## src/design/sli_pkg.sv

```systemverilog
// Shared constants for the sorted insertion list: field widths, request types
// and status codes. No dependencies.
package sli_pkg;

  localparam int unsigned VALUE_W   = 32;
  localparam int unsigned STATUS_W  = 2;
  localparam int unsigned ECOUNT_W  = 5;

  localparam logic REQ_INSERT = 1'b0;
  localparam logic REQ_DELETE = 1'b1;

  localparam logic [STATUS_W-1:0] STATUS_DONE      = 2'd0;
  localparam logic [STATUS_W-1:0] STATUS_NOT_FOUND = 2'd1;
  localparam logic [STATUS_W-1:0] STATUS_FULL      = 2'd2;

endpackage

```

## src/design/sorted_list_insert_delete_unit.sv

```systemverilog
// Sorted insertion list: one request at a time, entries in sli_ram, a less-than and
// an equality comparator stepping over the list one entry per cycle under a small sequencer.
// Insert: walks from the tail down, moving entries >= value up; S_INS0 at the head;
// delete: scans every entry from the head, moving those after the match down;
// refused or trivial requests go straight to S_FIN, which waits for a free output.
// Reset clears the count and the sequencer; RAM contents are not cleared.
module sorted_list_insert_delete_unit
  import sli_pkg::*;
#(
  parameter int unsigned CAPACITY = 16
) (
  input  logic                       clk_i,
  input  logic                       rst_ni,
  input  logic                       in_valid_i,
  output logic                       in_stall_o,
  input  logic                       req_type_i,
  input  logic signed [VALUE_W-1:0]  value_i,
  output logic                       out_valid_o,
  input  logic                       out_stall_i,
  output logic [STATUS_W-1:0]        status_o,
  output logic [ECOUNT_W-1:0]        entry_count_o,
  output logic signed [VALUE_W-1:0]  smallest_value_o,
  output logic                       list_empty_o
);

  localparam int unsigned AW = $clog2(CAPACITY);
  localparam int unsigned CW = $clog2(CAPACITY + 1);
  localparam logic [CW-1:0] CAP_C = CW'(CAPACITY);
  localparam logic [CW-1:0] ONE_C = CW'(1);

  localparam logic [2:0] S_IDLE = 3'd0;
  localparam logic [2:0] S_INS  = 3'd1;
  localparam logic [2:0] S_INS0 = 3'd2;
  localparam logic [2:0] S_DEL  = 3'd3;
  localparam logic [2:0] S_FIN  = 3'd4;

  logic [2:0]                state_q, state_d;
  logic [CW-1:0]             idx_q, idx_d;
  logic [CW-1:0]             count_q, count_d;
  logic signed [VALUE_W-1:0] val_q, val_d;
  logic signed [VALUE_W-1:0] small_q, small_d;
  logic                      found_q, found_d;
  logic [STATUS_W-1:0]       status_q, status_d;

  logic                      out_valid_q, out_valid_d;
  logic [STATUS_W-1:0]       out_status_q, out_status_d;
  logic [CW-1:0]             out_count_q, out_count_d;
  logic signed [VALUE_W-1:0] out_small_q, out_small_d;

  logic                      wr_en;
  logic [AW-1:0]             wr_addr;
  logic [VALUE_W-1:0]        wr_data;
  logic [AW-1:0]             rd_addr;
  logic [VALUE_W-1:0]        rd_data;

  logic                      is_less;
  logic                      is_equal;
  logic                      in_acc;
  logic                      out_free;
  logic [CW-1:0]             idx_inc;
  logic [CW-1:0]             idx_dec;
  logic [CW+ECOUNT_W-1:0]    count_ext;

  sli_ram #(
    .WIDTH(VALUE_W),
    .DEPTH(CAPACITY)
  ) u_ram (
    .clk_i     (clk_i),
    .wr_en_i   (wr_en),
    .wr_addr_i (wr_addr),
    .wr_data_i (wr_data),
    .rd_addr_i (rd_addr),
    .rd_data_o (rd_data)
  );

  assign is_less  = $signed(rd_data) < val_q;
  assign is_equal = rd_data == val_q;
  assign idx_inc  = idx_q + ONE_C;
  assign idx_dec  = idx_q - ONE_C;
  assign in_stall_o = state_q != S_IDLE;
  assign in_acc   = in_valid_i && !in_stall_o;
  assign out_free = !out_valid_q || !out_stall_i;

  always_comb begin
    state_d  = state_q;
    idx_d    = idx_q;
    count_d  = count_q;
    val_d    = val_q;
    small_d  = small_q;
    found_d  = found_q;
    status_d = status_q;
    wr_en    = 1'b0;
    wr_addr  = '0;
    wr_data  = val_q;
    rd_addr  = '0;

    out_valid_d  = out_valid_q && out_stall_i;
    out_status_d = out_status_q;
    out_count_d  = out_count_q;
    out_small_d  = out_small_q;

    case (state_q)
      S_IDLE: begin
        if (in_acc) begin
          val_d    = value_i;
          found_d  = 1'b0;
          status_d = STATUS_DONE;
          if (req_type_i == REQ_INSERT) begin
            if (count_q == CAP_C) begin
              status_d = STATUS_FULL;
              state_d  = S_FIN;
            end else if (count_q == '0) begin
              wr_en   = 1'b1;
              wr_addr = '0;
              wr_data = value_i;
              small_d = value_i;
              count_d = ONE_C;
              state_d = S_FIN;
            end else begin
              idx_d   = count_q - ONE_C;
              rd_addr = idx_d[AW-1:0];
              state_d = S_INS;
            end
          end else begin
            if (count_q == '0) begin
              status_d = STATUS_NOT_FOUND;
              state_d  = S_FIN;
            end else begin
              idx_d   = '0;
              rd_addr = '0;
              state_d = S_DEL;
            end
          end
        end
      end
      S_INS: begin
        wr_en   = 1'b1;
        wr_addr = idx_inc[AW-1:0];
        if (!is_less) begin
          wr_data = rd_data;
          if (idx_q == '0) begin
            state_d = S_INS0;
          end else begin
            idx_d   = idx_dec;
            rd_addr = idx_dec[AW-1:0];
          end
        end else begin
          wr_data = val_q;
          count_d = count_q + ONE_C;
          state_d = S_FIN;
        end
      end
      S_INS0: begin
        wr_en   = 1'b1;
        wr_addr = '0;
        wr_data = val_q;
        small_d = val_q;
        count_d = count_q + ONE_C;
        state_d = S_FIN;
      end
      S_DEL: begin
        if (found_q) begin
          wr_en   = 1'b1;
          wr_addr = idx_dec[AW-1:0];
          wr_data = rd_data;
          if (idx_dec == '0) begin
            small_d = rd_data;
          end
        end else if (is_equal) begin
          found_d = 1'b1;
        end
        if (idx_inc == count_q) begin
          if (found_d) begin
            count_d = count_q - ONE_C;
          end else begin
            status_d = STATUS_NOT_FOUND;
          end
          state_d = S_FIN;
        end else begin
          idx_d   = idx_inc;
          rd_addr = idx_inc[AW-1:0];
        end
      end
      S_FIN: begin
        if (out_free) begin
          out_valid_d  = 1'b1;
          out_status_d = status_q;
          out_count_d  = count_q;
          out_small_d  = small_q;
          state_d      = S_IDLE;
        end
      end
      default: begin
        state_d = S_IDLE;
      end
    endcase
  end

  always_ff @(posedge clk_i or negedge rst_ni) begin
    if (!rst_ni) begin
      state_q     <= S_IDLE;
      count_q     <= '0;
      found_q     <= 1'b0;
      out_valid_q <= 1'b0;
    end else begin
      state_q     <= state_d;
      count_q     <= count_d;
      found_q     <= found_d;
      out_valid_q <= out_valid_d;
    end
  end

  always_ff @(posedge clk_i) begin
    idx_q        <= idx_d;
    val_q        <= val_d;
    small_q      <= small_d;
    status_q     <= status_d;
    out_status_q <= out_status_d;
    out_count_q  <= out_count_d;
    out_small_q  <= out_small_d;
  end

  assign count_ext        = {{ECOUNT_W{1'b0}}, out_count_q};
  assign out_valid_o      = out_valid_q;
  assign status_o         = out_status_q;
  assign entry_count_o    = count_ext[ECOUNT_W-1:0];
  assign list_empty_o     = out_count_q == '0;
  assign smallest_value_o = list_empty_o ? '0 : out_small_q;

endmodule

```

## src/design/sli_ram.sv

```systemverilog
// Generic single-write, single-read RAM with a registered read port.
// No dependencies.
module sli_ram #(
  parameter int unsigned WIDTH = 32,
  parameter int unsigned DEPTH = 16
) (
  input  logic                     clk_i,
  input  logic                     wr_en_i,
  input  logic [$clog2(DEPTH)-1:0] wr_addr_i,
  input  logic [WIDTH-1:0]         wr_data_i,
  input  logic [$clog2(DEPTH)-1:0] rd_addr_i,
  output logic [WIDTH-1:0]         rd_data_o
);

  logic [WIDTH-1:0] mem_q [DEPTH];
  logic [WIDTH-1:0] rd_data_q;

  always_ff @(posedge clk_i) begin
    if (wr_en_i) begin
      mem_q[wr_addr_i] <= wr_data_i;
    end
    rd_data_q <= mem_q[rd_addr_i];
  end

  assign rd_data_o = rd_data_q;

endmodule

```

## config.mk

```make
export PLATFORM = sky130hd
export DESIGN_NAME = sorted_list_insert_delete_unit
export DESIGN_NICKNAME = d
export VERILOG_FILES = /design/src/design/sli_pkg.sv /design/src/design/sorted_list_insert_delete_unit.sv /design/src/design/sli_ram.sv
export SDC_FILE = /design/constraint.sdc
export NUM_CORES = 1
export LEC_CHECK = 0
export ABC_AREA = 1
export BUFFER_PORTS_ARGS = -buffer_cell sky130_fd_sc_hd__buf_2
export CELL_PAD_IN_SITES_DETAIL_PLACEMENT = 1
export CELL_PAD_IN_SITES_GLOBAL_PLACEMENT = 2
export CORE_MARGIN = 3
export CORE_UTILIZATION = 45
export DETAILED_ROUTE_END_ITERATION = 10
export PLACE_DENSITY_LB_ADDON = 0.1
export SKIP_CTS_REPAIR_TIMING = 1
export SYNTH_ARGS = -nofsm -noshare
export SYNTH_HDL_FRONTEND = slang
export SYNTH_HIERARCHICAL = 1
export SYNTH_SLANG_ARGS = --single-unit
```

## constraint.sdc

```tcl
create_clock -name clk_i -period 9.8 [get_ports clk_i]
set_clock_uncertainty 0.15 [all_clocks]
set_input_delay 2.94 -clock clk_i [delete_from_list [all_inputs] [get_ports clk_i]]
set_output_delay 2.94 -clock clk_i [all_outputs]
set_load 0.02 [all_outputs]
```

==> metrics.md, run 1 <==
| Metric | Value |
|---|---|
| Site Rows | `94` |
| Tot Pwr | `11.6 mW` |
| Post-synthesis sequential area ratio | `64.8%` |
| Number of flops mapped to enable cells by yosys | `622` |
| Fin nets | `3097` |
| Clock slew at reported path FFs | `0.05 ns` |
| CP Class | `input pin to flip-flop` |
| Vias in the first global route | `21870` |
| Post-detail-place hpwl | `50100 um` |
| R2R Path Start | `u_ram/rd_data_o[10]` |
| Vias/cell | `5.38` |
| Largest net degree at the start of global routing | `130` |
| Worst hold stages | `0` |
| Complex-gate fraction of the synthesized area | `3.69%` |
| Fraction of layout instances using a drive strength above 1 | `8.74%` |
| Max Slew Vio Count | `0` |
| Final Setup Violations | `0` |
| Worst Max-Slew Pin Slew | `1.32 ns` |
| Startpoint types | `input pin` |
| NetSw | `4.75 mW` |
| Setup crit end kind | `flip-flop` |
| R2r worst-path depth | `20` |
| DP Area | `31200 um2` |
| Switching portion of total power | `40.8%` |
| I/O Buffers | `78` |
| Outcome | `finished clean` |
| Synth Area in XOR/XNOR | `0.369%` |
| Area contributors post-synth | `edfxtp_1, nand2_1, nand3_1` |
| Rel. slew slack | `11.9%` |
| Area grow syn2layout | `10.7%` |
| CTS tree | `built` |
| Diodes inserted | `0` |
| First-pass DRT Iterations | `5` |
| Hold Path Sink | `status_o[1]` |
| Crit-path max FO | `106` |
| Post-Synth Adder-Cell Area | `1.62%` |
| Int Pwr | `6.89 mW` |
| Largest stage delay on the critical path | `1.00 ns` |
| Die width | `265 um` |
| Reg2reg end | `u_ram/rd_data_o[30]` |
| Via count | `21219` |
| Final period utilization | `63.8%` |
| H-tree Lvls | `3` |
| Post-synth ARST share | `1.51%` |
| Wire per inst | `22.1 um` |
| Critical Path, Cell by Cell | `buf_2 -> inv_1 -> nor2_4 -> buf_4 -> inv_1 -> nor3_1 -> a21o_4 -> inv_6 -> buf_4 -> nand2_1 -> nand3_1 -> nand3_1 -> nand3_1 -> nand2_1` |
| Core region area | `66100 um2` |
| First-pass GRT wire length | `132000 um` |
| Min-delay worst type | `flip-flop to flip-flop` |
| Post-Syn Nets | `3051` |
| Most used cell, CP | `nand3_1` |
| Clock share of power | `22.3%` |
| Post-Syn Area | `30200 um2` |
| R2R Setup Slk | `4.29 ns` |
| Sequential fraction of design power | `39.8%` |
| Clock buffer depth | `3` |
| Post-synthesis simple-gate area fraction | `20.1%` |
| Initial antenna violation count | `1` |
| RePlAce Congestion | `0.780` |
| Synth Instances | `2975` |
| Final Core Density | `50.6%` |
| Starting density of the core | `45.7%` |
| Io pins | `79` |
| Cell variety after synth | `45` |
| Synthesis-stage register bit count | `664` |
| Worst Path Required | `10.14 ns` |
| Post-route ant nets | `0` |
| RSZ-0062 raised after global routing | `false` |
| P_leak | `14.1 nW` |
| Num CTS Buffers | `74` |
| Area leader, netlist | `edfxtp_1` |
| Overall Global Routing Usage | `24.8%` |
| Worst IR drop on VDD | `0.180 mV` |
| Die Area | `70300 um2` |
| Hold Crit Start | `status_q[1]` |
| Grt ovf | `0` |
| Final hold violations | `0` |
| Initial DRC count | `1728` |
| Syn Area/Cell | `10.2 um2` |
| Min Tclk post-route | `6.26 ns` |
| Root Buffer | `clkbuf_16` |
| FILL cells | `7286` |
| Detailed-route DRC error count | `0` |
| Worst-Skew Late Latency | `0.61 ns` |
| PwrDens | `348 nW/um2` |
| Mux cell area share after synthesis | `0%` |
| Post-route cell area | `33500 um2` |
| Worst EP arrival | `6.59 ns` |
| CTS Sinks | `664` |
| # Max-Cap Violations | `0` |
| Comb power frac | `37.9%` |
| Yosys warning total | `6` |
| Final WL | `87300 um` |
| Max Freq | `0.160 GHz` |
| Fin Setup TNS | `0 ns` |
| Main combinational cell family by area after synthesis | `simple AND/OR/NAND/NOR gates` |
| Top cell type's share of synthesized area | `61.8%` |
| Synth Flop Type | `edfxtp_1` |
| Slowest CP cell | `buf_4` |
| Die Ht | `265 um` |
## power groups by stage
stage	clock network (mW)	registers [mW]	logic, mW
6_report	2.60	4.63	4.41
5_1_grt	2.77	4.66	4.92
4_1_cts	2.65	4.62	4.44
3_5_place_dp	0	4.68	4.41
3_3_place_gp	0	4.65	4.30
2_1_floorplan	0	4.51	3.03
## per-layer routing
layer / GRT usage [%] / wire [um] / vias up
li1: - / - / 9876
met1: 34.5 / 38900 / 10706
met2: 42.0 / 41600 / 537
met3: 2.98 / 5240 / 100
met4: 6.02 / 1520 / 0
met5: 0 / 0 / -
## state kept, by name, summed over array words and instances, names as in the netlist
signal           count
u_ram/mem_q        512
out_small_q         32
small_q             32
u_ram/rd_data_o     32
val_q               32
count_q              5
entry_count_o        5
idx_q                5
state_q              3
status_o             2
status_q             2
found_q              1
out_valid_o          1
## how the worst max path moves through the flow
stage                               end  slack, ns        from
floorplan            u_ram/mem_q[11][0]       3.64  in_valid_i
global placement    u_ram/rd_data_o[31]       3.01  in_valid_i
detailed placement  u_ram/rd_data_o[30]       2.95  in_valid_i
CTS                 u_ram/rd_data_o[30]       3.57  in_valid_i
global route         u_ram/rd_data_o[3]       3.31  in_valid_i
finish              u_ram/rd_data_o[30]       3.54  in_valid_i
## stage by stage
stage	hold WS [ns]	worst slack, ns	cells
after floorplan	0.250	3.64	2975
final	0.268	3.54	3943
after detailed placement	0.257	2.95	3809
after global routing	0.275	3.31	3943
after CTS	0.269	3.57	3943
after global placement	0.252	3.01	3809
## kinds of logic after synthesis
family          Yosys count
fa+ha+maj                39
buf+inv                 653
flops                   664
simple gates           1427
xor+xnor                 11
compound gates          181
## cell usage in the layout (no fill, tap or decap), drive strengths merged, types with 6 or more instances in the layout
cell type / instances
a21oi: 50
a22oi: 32
buf: 114
clkbuf: 104
clkinv: 23
dfrtp: 10
dfxtp: 32
edfxtp: 622
ha: 39
inv: 511
nand2: 914
nand3: 412
nand4: 38
nor2: 53
nor3: 6
o211ai: 34
o21ai: 48
o22ai: 6
xor2: 8
## Yosys cell counts (3+ instances only)
cell      count
o22ai_1       6
nand2_2       6
edfxtp_1    622
o21ai_0      41
a21oi_1      50
buf_4        10
dfxtp_1      32
nand2_1     906
nor2_2        5
nand4_1      38
inv_2         9
ha_1         39
buf_1        18
clkbuf_1     23
a22oi_1      32
buf_2        55
nand3_1     408
dfrtp_1      10
nand3_2       4
o21ai_1       6
nor2_1       46
xor2_1        6
xnor2_1       3
o221ai_1      3
inv_1       498
o211ai_1     34
buf_6        37
nor3_1        5
o21bai_1      3
## layout make-up
class                           instances  area, um2  share of cell area (%)
Inverter                              509       1920                    5.74
Clock buffer                          104       2010                    6.02
Clock inverter                         30        235                   0.703
Tap cell                              864       1080                    3.23
Sequential cell                       664      19600                    58.5
Multi-Input combinational cell       1658       7960                    23.8
Timing Repair Buffer                  114        673                    2.01
## critical path, delay by kind of cell
kind / cells / cell delay (ns)
buffers and inverters: 6 / 2.37
and+or+nand+nor: 7 / 0.66
AOI/OAI and AO/OA: 1 / 0.39
Note: power is estimated with default switching activity, not from simulation.
==> run 2: changes to the inputs <==
ABC_AREA = 0   (was 1)
CORE_UTILIZATION = 43   (was 45)
clock period = 5.25 ns   (was 9.8 ns; I/O delays follow)
==> run 2 against run 1 <==
Against the previous run: cell area decreased by 6.8%; sequential power increased by 79%; flip-flop and latch count unchanged; power increased by 73%; worst setup slack got worse by 2.8 ns; largest power group unchanged; first-iteration DRC count decreased by 28%; largest cell class unchanged; global-route usage decreased by 3.6 points; register-to-register slack got worse by 3.6 ns; cell count decreased by 37%; die area decreased by 6.6%.
==> metrics.md, run 2 <==
| Metric | Value |
|---|---|
| Int Pwr | `13.3 mW` |
| Fraction of layout instances using a drive strength above 1 | `24.6%` |
| Comb power frac | `34.5%` |
| Setup crit end kind | `flip-flop` |
| Synth Flop Type | `edfxtp_1` |
| Rel. slew slack | `35.9%` |
| Most common cell after layout, fill and taps aside | `edfxtp_1` |
| Io pins | `79` |
| Area leader, netlist | `edfxtp_1` |
| FILL cells | `5657` |
| I/O Buffers | `78` |
| Top cell type's share of synthesized area | `69.4%` |
| Syn Area/Cell | `18.3 um2` |
| Top-count cell post-synth | `edfxtp_1` |
| Vias in the first global route | `15152` |
| Synth Instances | `1470` |
| Max Freq | `0.220 GHz` |
| Max Slew Vio Count | `0` |
| Largest net degree at the start of global routing | `36` |
| Post-route cell area | `31200 um2` |
| Post-Syn Area | `26900 um2` |
| H-tree Lvls | `3` |
| CP startpoint | `val_q[31]` |
| Worst Path Required | `5.53 ns` |
| Post-detail-place hpwl | `40700 um` |
| Num CTS Buffers | `71` |
| Overall Global Routing Usage | `21.2%` |
| Yosys warning total | `6` |
| Vias/cell | `5.78` |
| Core region area | `61800 um2` |
| Fin nets | `1665` |
| Initial antenna violation count | `0` |
| Post-synthesis sequential area ratio | `72.7%` |
| Hold Crit Start | `small_q[7]` |
| Hold_ws | `0.267 ns` |
| First-pass DRT Iterations | `5` |
| Pre-CTS WS | `0.542 ns` |
| P_leak | `10.3 nW` |
| DP Area | `28900 um2` |
| NetSw | `6.93 mW` |
| Site Rows | `91` |
| Area contributors post-synth | `edfxtp_1, mux4_2, dfxtp_1` |
| Post-synth ARST share | `1.51%` |
| Post-Syn Nets | `1546` |
| Area grow syn2layout | `15.9%` |
| Die Area | `65600 um2` |
| Synthesis-stage register bit count | `664` |
| CTS Sinks | `664` |
| Clock slew at reported path FFs | `0.06 ns` |
| Final hold violations | `0` |
| Crit-path max FO | `26` |
| Final Setup Violations | `0` |
| Die width | `256 um` |
| PwrDens | `647 nW/um2` |
| Final WL | `68700 um` |
| Post-route ant nets | `0` |
| Worst EP arrival | `4.82 ns` |
| # Max-Cap Violations | `0` |
| CTS tree | `built` |
| Wire per inst | `27.7 um` |
| Die Ht | `256 um` |
| Cell variety after synth | `71` |
| RePlAce Congestion | `0.758` |
| RSZ-0062 raised after global routing | `false` |
| Clock buffer depth | `3` |
| Outcome | `finished clean` |
| Synth top cells by count | `edfxtp_1, mux4_2, nand2_1` |
| Worst-Skew Late Latency | `0.61 ns` |
| Clock share of power | `24.4%` |
| Max reg flops | `512` |
| Min-delay worst type | `flip-flop to flip-flop` |
| Final Core Density | `50.5%` |
| Detailed-route DRC error count | `0` |
| Final period utilization | `86.5%` |
| Initial DRC count | `1251` |
| CP Class | `flip-flop to flip-flop` |
| Switching portion of total power | `34.3%` |
| Multi-input gate area | `7040 um2` |
| Register name with the most flops | `u_ram/mem_q` |
| Min Tclk post-route | `4.54 ns` |
| Via count | `14357` |
| Grt ovf | `0` |
| Worst Max-Slew Pin Slew | `0.956 ns` |
| R2R Path Start | `val_q[31]` |
| Startpoint types | `flip-flop` |
| Starting density of the core | `43.5%` |
| Worst IR drop on VDD | `0.304 mV` |
| Sequential fraction of design power | `41.1%` |
| Number of flops mapped to enable cells by yosys | `622` |
| First-pass GRT wire length | `103000 um` |
| Root Buffer | `clkbuf_16` |
| Register Area | `19600 um2` |
| Setup WS post-layout | `0.710 ns` |
| Most frequent cells in the layout | `edfxtp_1, mux4_2, nand2_1, buf_2, clkbuf_16` |
## run 2: kinds of logic after synthesis
| logic type | Yosys count | synth area share [%] |
|---|---|---|
| flip-flops | 664 | 72.7 |
| AO/OA/AOI/OAI | 236 | 6.56 |
| AND/OR/NAND/NOR | 217 | 4.09 |
| multiplexers | 168 | 12.3 |
| buffers and inverters | 129 | 2.04 |
| adder cells (fa/ha/maj) | 39 | 1.81 |
| XOR/XNOR | 17 | 0.553 |
## run 2: worst max-delay path, stage by stage (launching register included)
cell and delay [ns]:
edfxtp_1 0.42, inv_1 0.07, ha_1 0.35, nand4_1 0.22, nor4_1 0.49, buf_4 0.20
o31ai_1 0.15, a31oi_4 0.34, nand2_1 0.22, o221ai_4 0.71, buf_12 0.29, mux4_2 0.33
a22oi_1 0.20, nand2_1 0.19
## run 2: power by group through the flow
stage	Sequential (mW)	Combinational, mW	Clock, mW
after global placement	8.36	6.87	0
after CTS	8.29	7.05	5.07
final	8.30	6.97	4.92
after global routing	8.38	7.58	5.29
after detailed placement	8.40	7.03	0
after floorplan	8.11	4.51	0
## run 2: path summary, 6_finish.rpt
| path | endpoint | slack, ns | cells past startpoint |
|---|---|---|---|
| max in group asynchronous | state_q[0] | 4.02 | 1 |
| max | u_ram/rd_data_o[13] | 0.71 | 13 |
| max reg2reg | u_ram/rd_data_o[13] | 0.71 | 13 |
| min reg2reg | out_small_q[7] | 0.27 | 0 |
| min | out_small_q[7] | 0.27 | 0 |
| min in group asynchronous | count_q[1] | 0.69 | 1 |
## run 2: metal layers
layer,track usage [%],share of wire (%),vias to the layer above
met4,4.48,1.2,0
met3,2.96,5.0,61
met5,0,0,-
met1,31.1,45,7667
li1,-,-,6234
met2,34.3,48,395
## run 2: final cells by class
type,count,area share (%)
Sequential cell,664,62.7
Antenna cell,1,0.00802
Inverter,42,0.505
Clock inverter,30,0.995
Timing Repair Buffer,133,3.46
Multi-Input combinational cell,677,22.6
Tap cell,837,3.36
Clock buffer,100,6.37
## run 2: metrics by stage
stage	setup TNS [ns]	power (mW)	cells
5_1_grt	0	21.3	2483
4_1_cts	0	20.4	2483
3_5_place_dp	0	15.4	2353
6_report	0	20.2	2484
2_1_floorplan	-6.37	12.6	1470
3_3_place_gp	0	15.2	2353
==> run 3: changes to the inputs <==
ABC_AREA = 1   (was 0)
CORE_UTILIZATION = 37   (was 43)
==> run 3 against run 2 <==
Against the previous run: register-to-register slack better by 0.22 ns; sequential power rose by 3.6%; hold slack about the same; clock power grew 6.7%; global-route usage rose by 0.61 points; non-clock buffer count up 11; flip-flop and latch count did not move; critical path depth increased by 5; via count up 48%; routed wire length rose by 36%; sequential share of layout area decreased by 5.6 points; largest cell class unchanged.
==> metrics.md, run 3 (synthesized netlist as in run 1, its figures left out) <==
| Metric | Value |
|---|---|
| Largest net degree at the start of global routing | `90` |
| Worst Max-Slew Pin Slew | `1.07 ns` |
| Final period utilization | `82.2%` |
| Clock share of power | `23.2%` |
| CTS tree | `built` |
| P_leak | `14.4 nW` |
| Fin Setup TNS | `0 ns` |
| Most used cell, CP | `nand2_1` |
| I/O Buffers | `78` |
| Max Slew Vio Count | `0` |
| DP Area | `31800 um2` |
| Met1 usage | `30.6%` |
| Switching portion of total power | `41.1%` |
| Starting density of the core | `37.4%` |
| Register Area | `19600 um2` |
| RePlAce Congestion | `0.838` |
| Min Tclk post-route | `4.32 ns` |
| Die Ht | `292 um` |
| Vias/cell | `5.10` |
| First-pass DRT Iterations | `7` |
| Overall Global Routing Usage | `21.8%` |
| Most frequent cells in the layout | `nand2_1, edfxtp_1, inv_1, nand3_1` |
| NetSw | `9.31 mW` |
| Comb power frac | `38.9%` |
| Worst Path Required | `5.60 ns` |
| Io pins | `79` |
| Setup crit end kind | `flip-flop` |
| Num CTS Buffers | `75` |
| Final hold violations | `0` |
| Root Buffer | `clkbuf_16` |
| Busiest layer in global routing | `met2` |
| Vias in the first global route | `21763` |
| Max Freq | `0.232 GHz` |
| Register name with the most flops | `u_ram/mem_q` |
| CTS Sinks | `664` |
| Int Pwr | `13.3 mW` |
| Initial antenna violation count | `2` |
| Final Setup Violations | `0` |
| M2 GR Usage | `36.4%` |
| H-tree Lvls | `3` |
| Sequential fraction of design power | `38.0%` |
| Largest stage delay on the critical path | `0.53 ns` |
| Detailed-route DRC error count | `0` |
| Grt ovf | `0` |
| Post-detail-place hpwl | `56000 um` |
| First-pass GRT wire length | `140000 um` |
| FILL cells | `8881` |
| Max reg flops | `512` |
| Core region area | `80700 um2` |
| Startpoint types | `flip-flop` |
| Fin nets | `3128` |
| Buffers & Inverters on Critical Path | `2` |
| Critical Path, Cell by Cell | `ha_1 -> a21oi_1 -> o21ai_0 -> nand2_1 -> nand2_1 -> a21oi_1 -> nand2_2 -> nand2_2 -> nand4_1 -> nand2_1 -> a21o_4 -> buf_4 -> buf_4 -> nand2_1 -> nand3_1 -> nand3_1 -> nand3_1 -> nand2_1` |
| Outcome | `finished clean` |
| Fraction of layout instances using a drive strength above 1 | `10.0%` |
| Final WL | `93700 um` |
| CP Class | `flip-flop to flip-flop` |
| Grt met3 use | `2.52%` |
| Worst EP arrival | `4.67 ns` |
| Wire per inst | `22.5 um` |
| # Max-Cap Violations | `0` |
| Worst IR drop on VDD | `0.391 mV` |
| Die Area | `85100 um2` |
| Crit-path max FO | `41` |
| Post-route ant nets | `0` |
| Most common cell after layout, fill and taps aside | `nand2_1` |
| Post-route cell area | `34300 um2` |
| Worst-Skew Late Latency | `0.61 ns` |
| Clock buffer depth | `3` |
| Diodes inserted | `0` |
| Area grow syn2layout | `13.5%` |
| CP top delay family | `simple AND/OR/NAND/NOR gates` |
| RSZ-0062 raised after global routing | `false` |
| Slowest CP cell | `dfxtp_1` |
| Initial DRC count | `1625` |
| Clock slew at reported path FFs | `0.06 ns` |
| Die width | `292 um` |
| Min-delay worst type | `flip-flop to flip-flop` |
| Rel. slew slack | `28.4%` |
| Multi-input gate area | `7970 um2` |
| Site Rows | `104` |
| PwrDens | `661 nW/um2` |
| Via count | `21277` |
[run 3: changes by cell type in the layout (fill, tap and decap cells not counted), moves of 32 or more]
cell / delta
a21oi_1: +32
nand3_1: +390
mux4_2: -129
a22oi_1: -33
nor2b_1: -36
o211ai_1: +32
mux2i_1: -37
nand2_1: +826
inv_1: +454
[run 3: metal layers]
metal	wire (um)	share of wire, %
met1	44200	47
met2	44300	47
met3	3530	3.8
met4	1690	1.8
met5	0	0
[run 3: stage by stage]
step                power (mW)  util [%]  worst slack (ns)  cells  hold WS [ns]
finish                    22.6      42.5             0.934   4172         0.267
global route              24.1      42.5             0.583   4172         0.275
CTS                       22.9      42.5             0.913   4172         0.261
detailed placement        17.6      39.5             0.817   4035         0.255
global placement          17.4      39.5             0.834   4035         0.251
floorplan                 14.1         -             0.458   2975         0.250
[run 3: worst paths after layout]
kind | startpoint | end | slack, ns | cells past startpoint
max in group asynchronous | rst_ni | found_q | 4.04 | 1
worst min-delay path | small_q[12] | out_small_q[12] | 0.27 | 0
worst max-delay path | u_ram/rd_data_o[27] | u_ram/rd_data_o[12] | 0.93 | 18
worst max register to register | u_ram/rd_data_o[27] | u_ram/rd_data_o[12] | 0.93 | 18
worst min register to register | small_q[12] | out_small_q[12] | 0.27 | 0
min in group asynchronous | rst_ni | count_q[2] | 0.69 | 1
[run 3: power groups by stage]
| stage | clock (mW) | sequential (mW) | combinational [mW] |
|---|---|---|---|
| after global routing | 5.60 | 8.68 | 9.79 |
| after detailed placement | 0 | 8.69 | 8.90 |
| final | 5.25 | 8.60 | 8.80 |
| after CTS | 5.38 | 8.59 | 8.93 |
| after floorplan | 0 | 8.42 | 5.67 |
| after global placement | 0 | 8.66 | 8.72 |
[run 3: area by class of cell]
class / instances / share of cell area, %
multi-input combinational: 1658 / 23.2
clock inverter: 25 / 0.752
sequential: 664 / 57.1
tap: 1060 / 3.87
clock buffer: 112 / 6.36
inverter: 509 / 5.60
timing repair buffer: 144 / 3.10
